### src/hdl/gak_pkg.sv
package gak_pkg;

  localparam int unsigned AngleFracBits = 16;
  localparam int unsigned CovFracBits   = 24;
  localparam int unsigned DataW         = 32;
  localparam int unsigned CfgW          = 31;
  localparam int unsigned MsW           = 10;
  localparam int unsigned CfgIdxW       = 2;
  localparam int unsigned ProdW         = 2 * DataW;
  localparam int unsigned DivStepW      = 6;

  localparam logic [CfgIdxW-1:0] CFG_QA = 2'd0;
  localparam logic [CfgIdxW-1:0] CFG_QG = 2'd1;
  localparam logic [CfgIdxW-1:0] CFG_R  = 2'd2;

  localparam logic [CfgW-1:0] QA_RESET = 31'd16777;
  localparam logic [CfgW-1:0] QG_RESET = 31'd50332;
  localparam logic [CfgW-1:0] R_RESET  = 31'd8388608;
  localparam logic signed [DataW-1:0] COV_ONE = 32'sd16777216;

  // dt = floor(ms * 2^24 / 1000) = floor(ms * 2^21 / 125)
  //    = ms * 16777 + floor(ms * 27 / 125), since 2^21 = 125 * 16777 + 27
  // floor(y / 125) = (y * ceil(2^22 / 125)) >> 22, exact for y < 27648
  localparam int unsigned DtInt        = 16777;
  localparam int unsigned DtFrac       = 27;
  localparam int unsigned DtFracW      = 15;
  localparam int unsigned DtRecip      = 33555;
  localparam int unsigned DtRecipShift = 22;

  // datapath commands
  typedef enum logic [4:0] {
    OP_NONE,
    OP_LOAD,      // latch item, compute dt and rate
    OP_ANG_PRED,  // angle += rate*dt
    OP_T0,        // cov_aa += qmul(t0,dt)
    OP_T1A,       // cov_ab += qmul(t1,dt)
    OP_T1B,       // cov_ba += qmul(t1,dt)
    OP_T3,        // cov_bb += qmul(qg,dt)
    OP_DIV_START,
    OP_DIV_STEP,
    OP_C_AA,      // cov_aa -= k0*p00
    OP_C_AB,
    OP_C_BA,
    OP_C_BB,
    OP_C_ANG,
    OP_C_BIAS,
    OP_DONE
  } op_e;

  typedef enum logic [2:0] {
    ST_IDLE, ST_PRED, ST_DIV, ST_CORR, ST_OUT
  } state_e;

  typedef struct packed {
    op_e  op;
    logic div_sel;  // 0: k0 numerator p00, 1: k1 numerator p10
  } cmd_t;

  typedef struct packed {
    logic e_pos;
    logic div_done;
  } stat_t;

  function automatic logic signed [DataW-1:0] sat32(input logic signed [ProdW-1:0] v);
    logic signed [DataW-1:0] r;
    if (v > 64'sh000000007fffffff) r = 32'sh7fffffff;
    else if (v < -64'sh0000000080000000) r = 32'sh80000000;
    else r = v[DataW-1:0];
    return r;
  endfunction

endpackage

### src/hdl/gak_if.sv
interface gak_in_if;
  logic                               valid;
  logic                               ready;
  logic signed [gak_pkg::DataW-1:0]   angle_meas;
  logic signed [gak_pkg::DataW-1:0]   rate_meas;
  logic        [gak_pkg::MsW-1:0]     loop_ms;
  modport source (output valid, angle_meas, rate_meas, loop_ms, input ready);
  modport sink   (input valid, angle_meas, rate_meas, loop_ms, output ready);
endinterface

interface gak_out_if;
  logic                               valid;
  logic                               ready;
  logic signed [gak_pkg::DataW-1:0]   angle_est;
  logic signed [gak_pkg::DataW-1:0]   rate_est;
  modport source (output valid, angle_est, rate_est, input ready);
  modport sink   (input valid, angle_est, rate_est, output ready);
endinterface

### src/hdl/gak_ctrl.sv
module gak_ctrl (
  input  logic            clk_i,
  input  logic            rst_ni,
  input  logic            in_valid_i,
  output logic            in_ready_o,
  output logic            out_valid_o,
  input  logic            out_ready_i,
  input  gak_pkg::stat_t  stat_i,
  output gak_pkg::cmd_t   cmd_o
);

  gak_pkg::state_e state_q, state_d;
  logic [2:0] step_q, step_d;

  always_ff @(posedge clk_i or negedge rst_ni) begin
    if (!rst_ni) begin
      state_q <= gak_pkg::ST_IDLE;
      step_q  <= '0;
    end else begin
      state_q <= state_d;
      step_q  <= step_d;
    end
  end

  always_comb begin
    state_d        = state_q;
    step_d         = step_q;
    cmd_o.op       = gak_pkg::OP_NONE;
    cmd_o.div_sel  = 1'b0;
    in_ready_o     = 1'b0;
    out_valid_o    = 1'b0;
    case (state_q)
      gak_pkg::ST_IDLE: begin
        in_ready_o = 1'b1;
        if (in_valid_i) begin
          cmd_o.op = gak_pkg::OP_LOAD;
          state_d  = gak_pkg::ST_PRED;
          step_d   = '0;
        end
      end
      gak_pkg::ST_PRED: begin
        step_d = step_q + 3'd1;
        case (step_q)
          3'd0: cmd_o.op = gak_pkg::OP_ANG_PRED;
          3'd1: cmd_o.op = gak_pkg::OP_T0;
          3'd2: cmd_o.op = gak_pkg::OP_T1A;
          3'd3: cmd_o.op = gak_pkg::OP_T1B;
          3'd4: cmd_o.op = gak_pkg::OP_T3;
          default: begin
            // cov_aa settled: decide whether to correct
            if (stat_i.e_pos) begin
              cmd_o.op = gak_pkg::OP_DIV_START;
              state_d  = gak_pkg::ST_DIV;
              step_d   = '0;
            end else begin
              cmd_o.op = gak_pkg::OP_DONE;
              state_d  = gak_pkg::ST_OUT;
            end
          end
        endcase
      end
      gak_pkg::ST_DIV: begin
        cmd_o.div_sel = step_q[0];
        if (stat_i.div_done) begin
          if (step_q[0]) begin
            state_d = gak_pkg::ST_CORR;
            step_d  = '0;
          end else begin
            cmd_o.op = gak_pkg::OP_DIV_START;
            cmd_o.div_sel = 1'b1;
            step_d   = 3'd1;
          end
        end else begin
          cmd_o.op = gak_pkg::OP_DIV_STEP;
        end
      end
      gak_pkg::ST_CORR: begin
        step_d = step_q + 3'd1;
        case (step_q)
          3'd0: cmd_o.op = gak_pkg::OP_C_AA;
          3'd1: cmd_o.op = gak_pkg::OP_C_AB;
          3'd2: cmd_o.op = gak_pkg::OP_C_BA;
          3'd3: cmd_o.op = gak_pkg::OP_C_BB;
          // bias first: both use the innovation on the predicted angle
          3'd4: cmd_o.op = gak_pkg::OP_C_BIAS;
          3'd5: cmd_o.op = gak_pkg::OP_C_ANG;
          default: begin
            cmd_o.op = gak_pkg::OP_DONE;
            state_d  = gak_pkg::ST_OUT;
          end
        endcase
      end
      gak_pkg::ST_OUT: begin
        out_valid_o = 1'b1;
        if (out_ready_i) state_d = gak_pkg::ST_IDLE;
      end
      default: state_d = gak_pkg::ST_IDLE;
    endcase
  end

  a_out_after_work: assert property (@(posedge clk_i) disable iff (!rst_ni)
    (state_q == gak_pkg::ST_OUT) |-> !in_ready_o) else $error("ready while holding result");
  a_out_hold: assert property (@(posedge clk_i) disable iff (!rst_ni)
    (out_valid_o && !out_ready_i) |=> out_valid_o) else $error("result dropped");
  a_load_leaves_idle: assert property (@(posedge clk_i) disable iff (!rst_ni)
    (in_valid_i && in_ready_o) |=> (state_q == gak_pkg::ST_PRED)) else $error("bad load");

endmodule

### src/hdl/gak_dp.sv
module gak_dp (
  input  logic                              clk_i,
  input  logic                              rst_ni,
  input  gak_pkg::cmd_t                     cmd_i,
  output gak_pkg::stat_t                    stat_o,
  input  logic                              cfg_we_i,
  input  logic [gak_pkg::CfgIdxW-1:0]       cfg_idx_i,
  input  logic [gak_pkg::CfgW-1:0]          cfg_data_i,
  input  logic signed [gak_pkg::DataW-1:0]  angle_meas_i,
  input  logic signed [gak_pkg::DataW-1:0]  rate_meas_i,
  input  logic        [gak_pkg::MsW-1:0]    loop_ms_i,
  output logic signed [gak_pkg::DataW-1:0]  angle_est_o,
  output logic signed [gak_pkg::DataW-1:0]  rate_est_o
);

  localparam int unsigned W  = gak_pkg::DataW;
  localparam int unsigned PW = gak_pkg::ProdW;
  localparam int unsigned F  = gak_pkg::CovFracBits;
  // dividend |P|*2^24 fits in 56 bits
  localparam int unsigned NW = W + F;
  localparam int unsigned DW = W + 2;  // |E| up to ~2^32
  localparam int unsigned FqW = 2 * gak_pkg::DtFracW + 1;

  logic [gak_pkg::CfgW-1:0] qa_q, qg_q, r_q;
  logic signed [W-1:0] ang_q, bias_q, aa_q, ab_q, ba_q, bb_q;
  logic signed [W-1:0] meas_q, rate_q, dt_q, k0_q, k1_q, p00_q, p01_q;

  // divider
  logic [NW-1:0]  quo_q, quo_d;
  logic [DW-1:0]  rem_q, rem_d;
  logic [DW-1:0]  den_q;
  logic           neg_q;
  logic [gak_pkg::DivStepW-1:0] cnt_q;

  // shared multiplier
  logic signed [W-1:0]  ma, mb;
  logic signed [PW-1:0] prod, prod_sh;
  logic signed [W-1:0]  acc;
  logic                 sub;

  logic signed [PW-1:0] e_full;
  logic signed [W-1:0]  rate_n, t0, t1, err;
  logic [gak_pkg::DtFracW-1:0] dt_fr;
  logic [FqW-1:0]              dt_fq;
  logic [W-1:0]                dt_n;

  always_ff @(posedge clk_i or negedge rst_ni) begin
    if (!rst_ni) begin
      qa_q <= gak_pkg::QA_RESET;
      qg_q <= gak_pkg::QG_RESET;
      r_q  <= gak_pkg::R_RESET;
    end else if (cfg_we_i) begin
      case (cfg_idx_i)
        gak_pkg::CFG_QA: qa_q <= cfg_data_i;
        gak_pkg::CFG_QG: qg_q <= cfg_data_i;
        gak_pkg::CFG_R:  r_q  <= cfg_data_i;
        default: ;
      endcase
    end
  end

  assign rate_n = gak_pkg::sat32(PW'(rate_meas_i) - PW'(bias_q));
  assign t0 = gak_pkg::sat32(PW'({1'b0, qa_q}) - PW'(ab_q) - PW'(ba_q));
  assign t1 = gak_pkg::sat32(-PW'(bb_q));
  assign err = gak_pkg::sat32(PW'(meas_q) - PW'(ang_q));
  assign e_full = PW'(aa_q) + PW'({1'b0, r_q});
  assign stat_o.e_pos = (e_full > 0);
  assign stat_o.div_done = (cnt_q == '0);
  // dt by constant multiplies: integer part plus reciprocal of the remainder term
  assign dt_fr = gak_pkg::DtFracW'(loop_ms_i) * gak_pkg::DtFracW'(gak_pkg::DtFrac);
  assign dt_fq = FqW'(dt_fr) * FqW'(gak_pkg::DtRecip);
  assign dt_n  = W'(loop_ms_i) * W'(gak_pkg::DtInt) + W'(dt_fq >> gak_pkg::DtRecipShift);

  always_comb begin
    ma  = dt_q;
    mb  = rate_q;
    acc = ang_q;
    sub = 1'b0;
    case (cmd_i.op)
      gak_pkg::OP_ANG_PRED: begin mb = rate_q; acc = ang_q; end
      gak_pkg::OP_T0:   begin mb = t0; acc = aa_q; end
      gak_pkg::OP_T1A:  begin mb = t1; acc = ab_q; end
      gak_pkg::OP_T1B:  begin mb = t1; acc = ba_q; end
      gak_pkg::OP_T3:   begin mb = $signed({1'b0, qg_q}); acc = bb_q; end
      gak_pkg::OP_C_AA: begin ma = k0_q; mb = p00_q; acc = aa_q; sub = 1'b1; end
      gak_pkg::OP_C_AB: begin ma = k0_q; mb = p01_q; acc = ab_q; sub = 1'b1; end
      gak_pkg::OP_C_BA: begin ma = k1_q; mb = p00_q; acc = ba_q; sub = 1'b1; end
      gak_pkg::OP_C_BB: begin ma = k1_q; mb = p01_q; acc = bb_q; sub = 1'b1; end
      gak_pkg::OP_C_ANG:  begin ma = k0_q; mb = err; acc = ang_q; end
      gak_pkg::OP_C_BIAS: begin ma = k1_q; mb = err; acc = bias_q; end
      default: ;
    endcase
  end

  assign prod    = PW'(ma) * PW'(mb);
  assign prod_sh = prod >>> F;  // floor

  logic signed [W-1:0] upd;
  assign upd = gak_pkg::sat32(sub ? (PW'(acc) - prod_sh) : (PW'(acc) + prod_sh));

  // restoring divider step
  logic [DW:0] trial;
  assign trial = {rem_q, quo_q[NW-1]} - {1'b0, den_q};

  always_comb begin
    rem_d = rem_q;
    quo_d = quo_q;
    if (!trial[DW]) begin
      rem_d = trial[DW-1:0];
      quo_d = {quo_q[NW-2:0], 1'b1};
    end else begin
      rem_d = {rem_q[DW-2:0], quo_q[NW-1]};
      quo_d = {quo_q[NW-2:0], 1'b0};
    end
  end

  logic signed [W-1:0] num_sel;
  logic        [W-1:0] num_abs;
  logic signed [PW-1:0] q_signed;
  assign num_sel = cmd_i.div_sel ? ba_q : aa_q;
  assign num_abs = num_sel[W-1] ? W'(-num_sel) : num_sel;
  assign q_signed = neg_q ? -PW'({1'b0, quo_q}) : PW'({1'b0, quo_q});

  always_ff @(posedge clk_i or negedge rst_ni) begin
    if (!rst_ni) begin
      ang_q  <= '0;
      bias_q <= '0;
      aa_q   <= gak_pkg::COV_ONE;
      ab_q   <= '0;
      ba_q   <= '0;
      bb_q   <= gak_pkg::COV_ONE;
      cnt_q  <= '0;
    end else begin
      case (cmd_i.op)
        gak_pkg::OP_ANG_PRED, gak_pkg::OP_C_ANG: ang_q <= upd;
        gak_pkg::OP_T0, gak_pkg::OP_C_AA:        aa_q  <= upd;
        gak_pkg::OP_T1A, gak_pkg::OP_C_AB:       ab_q  <= upd;
        gak_pkg::OP_T1B, gak_pkg::OP_C_BA:       ba_q  <= upd;
        gak_pkg::OP_T3, gak_pkg::OP_C_BB:        bb_q  <= upd;
        gak_pkg::OP_C_BIAS:                      bias_q <= upd;
        gak_pkg::OP_DIV_START: cnt_q <= gak_pkg::DivStepW'(NW);
        gak_pkg::OP_DIV_STEP:  cnt_q <= cnt_q - 1'b1;
        default: ;
      endcase
    end
  end

  always_ff @(posedge clk_i) begin
    case (cmd_i.op)
      gak_pkg::OP_LOAD: begin
        meas_q <= angle_meas_i;
        rate_q <= rate_n;
        dt_q   <= dt_n;
      end
      gak_pkg::OP_DIV_START: begin
        if (cmd_i.div_sel) k0_q <= gak_pkg::sat32(q_signed);
        quo_q <= {num_abs, {F{1'b0}}};
        rem_q <= '0;
        den_q <= DW'(e_full);
        neg_q <= num_sel[W-1];
        p00_q <= aa_q;
        p01_q <= ab_q;
      end
      gak_pkg::OP_DIV_STEP: begin
        quo_q <= quo_d;
        rem_q <= rem_d;
      end
      default: ;
    endcase
    if (cmd_i.op == gak_pkg::OP_C_AA) k1_q <= gak_pkg::sat32(q_signed);
  end

  assign angle_est_o = ang_q;
  assign rate_est_o  = rate_q;

  a_div_count: assert property (@(posedge clk_i) disable iff (!rst_ni)
    (cmd_i.op == gak_pkg::OP_DIV_STEP) |-> (cnt_q != '0)) else $error("divider overrun");
  a_div_start: assert property (@(posedge clk_i) disable iff (!rst_ni)
    (cmd_i.op == gak_pkg::OP_DIV_START) |=> (cnt_q == gak_pkg::DivStepW'(NW)))
    else $error("divider not loaded");
  a_den_pos: assert property (@(posedge clk_i) disable iff (!rst_ni)
    (cmd_i.op == gak_pkg::OP_DIV_START && !cmd_i.div_sel) |-> stat_o.e_pos)
    else $error("divide by non-positive E");

endmodule

### src/hdl/gyro_accel_kalman_angle.sv
// Kalman angle filter: one item in, one result out.
// Flow: predict; unless the correct step is skipped, two 56-step restoring divides
//   and then 6 multiplies follow before the result is held.
// Throughput: one item at a time; the next item is taken the cycle after the result leaves.
// Reset (rst_ni low, async): state zero, covariance diagonal 1.0, noise registers
//   to their defaults (Qa 0.001, Qg 0.003, R 0.5).
module gyro_accel_kalman_angle (
  input  logic                              clk_i,
  input  logic                              rst_ni,
  gak_in_if.sink                            in_if,
  gak_out_if.source                         out_if,
  input  logic                              cfg_we_i,
  input  logic [gak_pkg::CfgIdxW-1:0]       cfg_idx_i,
  input  logic [gak_pkg::CfgW-1:0]          cfg_data_i
);

  gak_pkg::cmd_t  cmd;
  gak_pkg::stat_t stat;

  // sequencer: predict, then if E is positive two gain divides and correct, then hold the result
  gak_ctrl u_ctrl (
    .clk_i,
    .rst_ni,
    .in_valid_i  (in_if.valid),
    .in_ready_o  (in_if.ready),
    .out_valid_o (out_if.valid),
    .out_ready_i (out_if.ready),
    .stat_i      (stat),
    .cmd_o       (cmd)
  );

  // state, one shared 32x32 multiplier and a serial divider
  gak_dp u_dp (
    .clk_i,
    .rst_ni,
    .cmd_i        (cmd),
    .stat_o       (stat),
    .cfg_we_i,
    .cfg_idx_i,
    .cfg_data_i,
    .angle_meas_i (in_if.angle_meas),
    .rate_meas_i  (in_if.rate_meas),
    .loop_ms_i    (in_if.loop_ms),
    .angle_est_o  (out_if.angle_est),
    .rate_est_o   (out_if.rate_est)
  );

endmodule

### src/flat_wrapper.sv
// flat-port wrapper written by rule: the top's interface ports become plain ports
module gyro_accel_kalman_angle_flat 
  (clk_i, rst_ni, cfg_we_i, cfg_idx_i, cfg_data_i, in_if_valid, in_if_angle_meas, in_if_rate_meas, in_if_loop_ms, in_if_ready, out_if_valid, out_if_angle_est, out_if_rate_est, out_if_ready);
  gak_in_if in_if_i ();
  gak_out_if out_if_i ();
  input  logic clk_i;
  input  logic rst_ni;
  input  logic cfg_we_i;
  input  logic [gak_pkg::CfgIdxW-1:0] cfg_idx_i;
  input  logic [gak_pkg::CfgW-1:0] cfg_data_i;
  input wire logic [$bits(in_if_i.valid)-1:0] in_if_valid;
  input wire logic [$bits(in_if_i.angle_meas)-1:0] in_if_angle_meas;
  input wire logic [$bits(in_if_i.rate_meas)-1:0] in_if_rate_meas;
  input wire logic [$bits(in_if_i.loop_ms)-1:0] in_if_loop_ms;
  output wire logic [$bits(in_if_i.ready)-1:0] in_if_ready;
  output wire logic [$bits(out_if_i.valid)-1:0] out_if_valid;
  output wire logic [$bits(out_if_i.angle_est)-1:0] out_if_angle_est;
  output wire logic [$bits(out_if_i.rate_est)-1:0] out_if_rate_est;
  input wire logic [$bits(out_if_i.ready)-1:0] out_if_ready;
  assign in_if_i.valid = in_if_valid;
  assign in_if_i.angle_meas = in_if_angle_meas;
  assign in_if_i.rate_meas = in_if_rate_meas;
  assign in_if_i.loop_ms = in_if_loop_ms;
  assign in_if_ready = in_if_i.ready;
  assign out_if_valid = out_if_i.valid;
  assign out_if_angle_est = out_if_i.angle_est;
  assign out_if_rate_est = out_if_i.rate_est;
  assign out_if_i.ready = out_if_ready;
  gyro_accel_kalman_angle u_core (.clk_i(clk_i), .rst_ni(rst_ni), .in_if(in_if_i), .out_if(out_if_i), .cfg_we_i(cfg_we_i), .cfg_idx_i(cfg_idx_i), .cfg_data_i(cfg_data_i));
endmodule
### config.mk
export PLATFORM = sky130hd
export DESIGN_NAME = gyro_accel_kalman_angle_flat
export DESIGN_NICKNAME = d
export VERILOG_FILES = /design/src/hdl/gak_pkg.sv /design/src/hdl/gak_if.sv /design/src/hdl/gak_ctrl.sv /design/src/hdl/gak_dp.sv /design/src/hdl/gyro_accel_kalman_angle.sv /design/src/flat_wrapper.sv
export SDC_FILE = /design/constraint.sdc
export NUM_CORES = 2
export LEC_CHECK = 0
export BUFFER_PORTS_ARGS = -buffer_cell sky130_fd_sc_hd__buf_4
export CAP_MARGIN = 20
export CORE_UTILIZATION = 40
export CTS_BUF_LIST = sky130_fd_sc_hd__clkbuf_16
export DETAILED_ROUTE_END_ITERATION = 12
export GPL_TIMING_DRIVEN = 1
export MAX_ROUTING_LAYER = met4
export PLACE_DENSITY_LB_ADDON = 0.1
export SYNTH_ARGS = -nofsm -noshare
export SYNTH_HDL_FRONTEND = slang
export SYNTH_SLANG_ARGS = --single-unit
### constraint.sdc
create_clock -name clk_i -period 16.75 [get_ports clk_i]
set_input_delay 0.8375 -clock clk_i [delete_from_list [all_inputs] [get_ports clk_i]]
set_output_delay 0.8375 -clock clk_i [all_outputs]
set_load 0.01 [all_outputs]
Yosys cells after proc, flatten, opt, wreduce, memory -nomap -nowiden
Cells that the tools add are included.
{"block": "totals", "ff_bits": 645, "in_bits": 112, "word_cells": 160}
{"block": "classes", "n_addsub": 14, "n_mul": 4, "n_lt_le_gt_ge": 13, "eq_ne": 31, "mux": 49, "reduce_logical": 26}
{"cell": "32-bit 2-to-1 mux", "n": 13}
{"cell": "64-bit by 32-bit > comparator with 1-bit output (second input constant)", "n": 3}
{"cell": "64-bit by 32-bit < comparator with 1-bit output (second input constant)", "n": 3}
{"cell": "32-bit case mux with 6 select lines", "n": 1}
{"cell": "32-bit case mux with 5 select lines", "n": 1}
{"cell": "64-bit 2-to-1 mux", "n": 2}
{"cell": "56-bit case mux with 2 select lines", "n": 1}
{"cell": "32-bit by 32-bit subtractor with 33-bit output", "n": 3}
{"cell": "34-bit case mux with 2 select lines", "n": 1}
{"cell": "33-bit by 32-bit > comparator with 1-bit output (second input constant)", "n": 2}
{"cell": "33-bit by 32-bit < comparator with 1-bit output (second input constant)", "n": 2}
{"cell": "32-bit by 32-bit multiplier with 64-bit output", "n": 1}
{"cell": "32-bit negation with 64-bit output", "n": 1}
{"cell": "56-bit negation with 64-bit output", "n": 1}
{"cell": "32-bit case mux with 2 select lines", "n": 1}
{"cell": "32-bit by 40-bit adder with 41-bit output", "n": 1}
{"cell": "32-bit by 40-bit subtractor with 41-bit output", "n": 1}
{"cell": "5-bit by 4-bit == test with 1-bit output (second input constant)", "n": 7}
{"cell": "35-bit by 34-bit subtractor with 35-bit output", "n": 1}
{"cell": "34-bit by 32-bit > comparator with 1-bit output (second input constant)", "n": 1}
{"cell": "34-bit by 32-bit < comparator with 1-bit output (second input constant)", "n": 1}
{"cell": "34-bit 2-to-1 mux", "n": 1}
{"cell": "33-bit by 32-bit subtractor with 34-bit output", "n": 1}
{"cell": "32-bit by 32-bit adder with 33-bit output", "n": 1}
{"cell": "40 further kinds", "n": 86}

Depth between registers and ports, before layout
{"block": "logic_depth", "depth_word": 14, "ltp_mapped": 80, "mapped_depth_nobuf": 74}

Hierarchy
From an unflattened synthesis, not the netlist that was laid out.
{"block": "hier_totals", "hier_cells": 8810, "hier_area_um2": 82994.6}
{"mod": "gak_dp", "instances": 1, "cells_per_inst": 8730, "area_each_um2": 82381.5}
{"mod": "gak_ctrl", "instances": 1, "cells_per_inst": 80, "area_each_um2": 613.1}

Worst setup path before layout
No wires, ideal clock.
{"block": "synth_timing", "kind": "reg2reg", "start": "register u_core.u_ctrl.state_q[1]", "end": "register u_core.u_dp.aa_q[30]", "setup_time_ps": 137, "arrival_ps": 17426, "path_slack_ps": -813, "stages_incl_launch_ff": 61, "n_path_buf": 5, "period_less_slack_ps": 17563, "cell_sequence": "dfrtp_1 -> clkbuf_1 -> nor3_1 -> and2_1 -> a211oi_1 -> nor2_1 -> nand2_1 -> nor4b_1 -> nand2_1 -> nand3_1 -> clkbuf_1 -> nor2_1 -> a21oi_1 -> clkbuf_1 -> nand2_1 -> fa_1 -> inv_1 -> fa_1 -> (+25 left out) -> and3_1 -> and3_1 -> a21oi_1 -> o311ai_0 -> o311a_1 -> a311oi_1 -> a21oi_1 -> a311o_1 -> a21oi_1 -> o21ai_1 -> a21o_1 -> a21oi_1 -> xor2_1 -> nor3_1 -> or3_1 -> and3_1 -> a22oi_1 -> a21oi_1"}
{"block": "synth_via", "elab_chain_len": 11, "word_cells_on_any_way": 38, "cone_classes": "add/sub (2); mul (1); order compare (2); eq/ne (13); mux (8); reduce/logical (12)"}
{"item": "start, declared", "line": "gak_ctrl.sv:12", "rtl": "gak_pkg::state_e state_q, state_d;"}
{"item": "start signal, assigned", "line": "gak_ctrl.sv:17", "rtl": "state_q <= gak_pkg::ST_IDLE;"}
{"item": "start signal, assigned", "line": "gak_ctrl.sv:20", "rtl": "state_q <= state_d;"}
{"item": "3-bit by 2-bit == test with 1-bit output, or another cell as far along", "line": "gak_ctrl.sv:32", "rtl": "case (state_q)"}
{"item": "5-bit case mux with 4 select lines *", "line": "gak_ctrl.sv:32"}
{"item": "5-bit by 4-bit == test with 1-bit output, or another cell as far along", "line": "gak_dp.sv:79", "rtl": "case (cmd_i.op)"}
{"item": "2-bit OR reduction (no line) or 3-bit OR reduction (tied branches)"}
{"item": "32-bit case mux with 6 select lines or 32-bit case mux with 2 select lines (tied branches)", "line": "gak_dp.sv:79"}
{"item": "32-bit by 32-bit multiplier with 64-bit output", "line": "gak_dp.sv:95", "rtl": "assign prod = PW'(ma) * PW'(mb);"}
{"item": "32-bit by 40-bit adder with 41-bit output or 32-bit by 40-bit subtractor with 41-bit output (tied branches)", "line": "gak_dp.sv:99", "rtl": "assign upd = gak_pkg::sat32(sub ? (PW'(acc) - prod_sh) : (PW'(acc) + prod_sh));"}
{"item": "64-bit 2-to-1 mux", "line": "gak_dp.sv:99"}
{"item": "64-bit by 32-bit < comparator with 1-bit output", "line": "gak_pkg.sv:67", "rtl": "else if (v < -64'sh0000000080000000) r = 32'sh80000000;"}
{"item": "32-bit 2-to-1 mux", "line": "gak_pkg.sv:67"}
{"item": "32-bit 2-to-1 mux", "line": "gak_pkg.sv:66", "rtl": "if (v > 64'sh000000007fffffff) r = 32'sh7fffffff;"}
{"item": "end signal, assigned", "line": "gak_dp.sv:128", "rtl": "aa_q <= gak_pkg::COV_ONE;"}
{"item": "end signal, assigned", "line": "gak_dp.sv:136", "rtl": "gak_pkg::OP_T0, gak_pkg::OP_C_AA: aa_q <= upd;"}
{"item": "end, declared", "line": "gak_dp.sv:25", "rtl": "logic signed [W-1:0] ang_q, bias_q, aa_q, ab_q, ba_q, bb_q;"}
Mark *: on every way between the ends. The rest lies on a longest branch, timed or not.
A chain may end at the register's enable or synchronous reset.

Worst setup path after layout
{"block": "layout_timing", "start": "register u_core.u_dp.aa_q[1]", "end": "register u_core.u_dp.aa_q[0]"}
{"block": "layout_via", "elab_chain_len": 14, "word_cells_on_any_way": 38, "cone_classes": "add/sub (3); mul (1); order compare (3); eq/ne (10); mux (10); reduce/logical (11)"}
{"item": "32-bit by 32-bit adder with 33-bit output *", "line": "gak_dp.sv:66", "rtl": "assign e_full = PW'(aa_q) + PW'({1'b0, r_q});"}
{"item": "via u_core.u_dp.e_full[29]", "line": "gak_dp.sv:41", "rtl": "logic signed [PW-1:0] e_full;"}
{"item": "33-bit by 1-bit > comparator with 1-bit output *", "line": "gak_dp.sv:67", "rtl": "assign stat_o.e_pos = (e_full > 0);"}
{"item": "4-bit 2-to-1 mux *", "line": "gak_ctrl.sv:51", "rtl": "if (stat_i.e_pos) begin"}
{"item": "4-bit case mux with 5 select lines *", "line": "gak_ctrl.sv:43", "rtl": "case (step_q)"}
{"item": "5-bit case mux with 4 select lines *", "line": "gak_ctrl.sv:32"}
{"item": "5-bit by 4-bit == test with 1-bit output, or another cell as far along", "line": "gak_dp.sv:79"}
{"item": "2-bit OR reduction (no line) or 3-bit OR reduction (tied branches)"}
{"item": "32-bit case mux with 6 select lines or 32-bit case mux with 2 select lines (tied branches)", "line": "gak_dp.sv:79"}
{"item": "32-bit by 32-bit multiplier with 64-bit output", "line": "gak_dp.sv:95"}
{"item": "32-bit by 40-bit adder with 41-bit output or 32-bit by 40-bit subtractor with 41-bit output (tied branches)", "line": "gak_dp.sv:99"}
{"item": "64-bit 2-to-1 mux", "line": "gak_dp.sv:99"}
{"item": "64-bit by 32-bit < comparator with 1-bit output", "line": "gak_pkg.sv:67"}
{"item": "32-bit 2-to-1 mux", "line": "gak_pkg.sv:67"}
{"item": "32-bit 2-to-1 mux", "line": "gak_pkg.sv:66"}
The timed path passes the listed nets; every way through them passes the cells marked *.

==> out/metrics.cfg <==
[status]
status = finished with violations
failed_checks = negative setup slack

[timing]
maxSlewViolCount = 0
hold_viol_final = 0
timing.slew.headroom_pct = 16.6
min_period_ns = 17.27
tightest_slew_ns = 1.24
fin_skew_ns = 0.0512
setup_viol = 192
fin_crit_sh_pct = 103
grt_setup_unrepaired = true
holdWs_ns = 0.279
setup_slack_ns = -0.519
max_freq_mhz = 57.9

[cells_and_area]
reg_top3 = u_core.u_dp.quo_q: 56 flops, u_core.u_dp.rem_q: 34 flops, u_core.u_dp.den_q: 33 flops
area_growth_pct = 28.9
final_area_um2 = 108000
drive_gt1_share_pct = 24.8
largest_register_ffs = 56
nets = 12644
fin_cells = 13597
max_flop_register = u_core.u_dp.quo_q

[routing]
totalWireLength_um = 339000
detail-route-antenna-nets = 0
drtIter0Drc = 5594
vias = 72241
drc = 0
viasPerCell = 5.31
avgRoutedWirePerCell_um = 24.9
drt_pass1_iterations = 6

[critical_path]
worstPathMaxFanout = 7
critical_path_arrival_ns = 17.86
end_kind = register
critPathLaunchType = register
critical_path_required_ns = 17.34
cp_slowest_cell = fa_2
r2r-end = u_core.u_dp.aa_q[0]
crit_top_cell = buf_4
worst_path_largest_cell_delay_ns = 0.63
crit_type = register to register
worstRegToRegCells = 69
r2r-start = u_core.u_dp.aa_q[1]
crit_buf_inv = 18
rrSetupSlack_ns = -0.52
critical_path.top_delay_family = compound AO/OA/AOI/OAI gates

[global_route]
grt_first_pass_wirelength_um = 501000
grt_usage_pct = 33.4
antenna_found_initial = 9
grt_pass1_vias = 74728
grt_max_degree = 124
grt.overflow.total = 0

[hold_path]
hold_class = primary input to async pin

[clock_tree]
clkTransAtPathRegs_ns = 0.07
cts_buffers = 78
clk_path_buf_depth = 3
cts_max_level = 3
clock_latency_ns = 0.71
clock_sinks = 638
root_buffer = clkbuf_16
cts_hold_buffers = 0
cts_tree = done

[flow_run]
cap_violations = 0

[synthesis]
yosys_warnings = 0
syn_area_um2 = 83500
seq_area_frac_synth_pct = 21.2
synth_nets = 11005
synth_edf_count = 341
syn_avg_cell_area_um2 = 9.18
yosys.area.top_type_share_pct = 28.3
yosys_register_bits = 638
synth_area_leaders = fa_1 (28%), edfxtp_1 (12%), ha_1 (9.2%)
syn_inst = 9098
synth_top_flop_cell = edfxtp_1
synth_top_cell_by_area = fa_1
async_flop_share_pct = 46.6
synth.distinct_cells = 97

[floorplanning]
fp.dieH_um = 459
die_w_um = 459
initial_utilization_pct = 40.3
die-area_um2 = 211000
core_um2 = 207000
placementRows = 167
num_io_pins = 178

[placed_design]
portBuffers = 177
place_inst = 13348
gp_congestion = 1.05
postPlaceCellArea_um2 = 102000
place.detailed.hpwl_um = 287000

## worst reg2reg max path, delay by kind of cell (launching register included)
family	cells	cell delay, ns
AO/OA/AOI/OAI	23	5.31
AND/OR/NAND/NOR	15	3.46
flip-flops	1	0.50
adder cells (fa/ha/maj)	11	4.79
buffers and inverters	18	2.77
XOR/XNOR	2	0.34
## cells in the mapped netlist, types with 21 or more instances
library cell and instances:
dfrtp_1 282, o22ai_1 26, and2_1 96, edfxtp_1 341, o21a_1 44, buf_1 25, nor2_1 1049, clkbuf_1 353
o21ai_1 29, nand4_1 49, mux2i_1 75, nand3_1 73, buf_2 21, nor4_1 34, o21ai_0 283, xor2_1 148
a21o_1 109, o31ai_1 34, or3_1 51, o211ai_1 22, or2_2 24, a221o_1 84, xnor2_1 223, ha_1 614
inv_1 1534, a31oi_1 207, a22oi_1 57, nor3_1 105, fa_1 1181, a21oi_1 407, o21bai_1 55, nor2b_1 52
mux2_2 101, nand2_1 782, nand2b_1 130, a211oi_1 42, and3_1 51
## timing repair
item	4_1_cts	5_1_grt
pin swaps	108	169
cloned	5	4
resized for setup	290	261
endpoints found under the setup margin	192	192
buffers inserted	45	47
endpoints found under the hold margin	0	0
## through the flow
step | setup WS (ns) | util [%] | setup TNS [ns]
after floorplan | 0.00781 | - | 0
after global placement | -2.51 | 49.0 | -396.80
after detailed placement | -2.46 | 49.0 | -403.56
after CTS | -0.431 | 51.1 | -62.63
after global routing | -1.07 | 51.9 | -182.50
final | -0.519 | 51.9 | -78.01
## cell families after synthesis
kind of cell,Yosys count,synth area share [%]
buffers and inverters,1947,8.88
and+or+nand+nor,2578,13.8
DFF,638,21.2
muxes,177,2.29
AOI/OAI and AO/OA,1591,12.4
adders and majority gates,1796,37.5
xor gates and xnor gates,371,3.89
## cell type report
cell class	instances	area, µm²
Fill cell	19603	99700
Multi-Input combinational cell	6513	61000
Sequential cell	638	17700
Timing Repair Buffer	1971	17100
Inverter	1535	5770
Tap cell	2788	3490
Clock buffer	82	2050
Clock inverter	63	504
Antenna cell	7	17.5
## layer usage
metal  global-route usage (%)  wire (µm)  up-vias
li1                         -          -    33054
met1                     42.1     142000    36475
met2                     53.8     160000     2175
met3                     4.00      17700      537
met4                     15.3      18900        0
met5                        -          0        -
## worst max-delay path by stage
stage	end	startpoint	slack, ns	cells past startpoint
floorplan	u_core.u_dp.aa_q[30]	u_core.u_dp.aa_q[9]	0.008	68
global route	u_core.u_dp.bias_q[15]	u_core.u_dp.aa_q[11]	-1.07	83
detailed placement	u_core.u_dp.aa_q[0]	u_core.u_dp.ab_q[0]	-2.46	79
finish	u_core.u_dp.aa_q[0]	u_core.u_dp.aa_q[1]	-0.52	69
CTS	u_core.u_dp.bias_q[15]	u_core.u_dp.ab_q[0]	-0.43	76
global placement	u_core.u_dp.aa_q[0]	u_core.u_dp.ab_q[0]	-2.51	78
## placed cells by master, fill, tap and decap left out, types with 45 or more instances in the layout
cell type,n
dfrtp_1,277
and2_1,84
xor2_1,142
a21o_1,108
a221o_1,83
or3_1,45
o21bai_1,52
inv_1,1523
xnor2_1,211
ha_1,576
nand2_1,769
o21ai_0,236
buf_12,148
buf_4,1759
nor2b_1,50
mux2_2,100
buf_6,45
nand4_1,49
edfxtp_1,341
fa_1,1156
nor3_1,89
nand2b_1,129
mux2i_1,72
nor2_1,1011
nand3_1,68
a31oi_1,194
clkbuf_16,86
a21oi_1,359
Power is not shown: default switching activity piles up to over one toggle a cycle in this logic, so the estimate is an artifact.
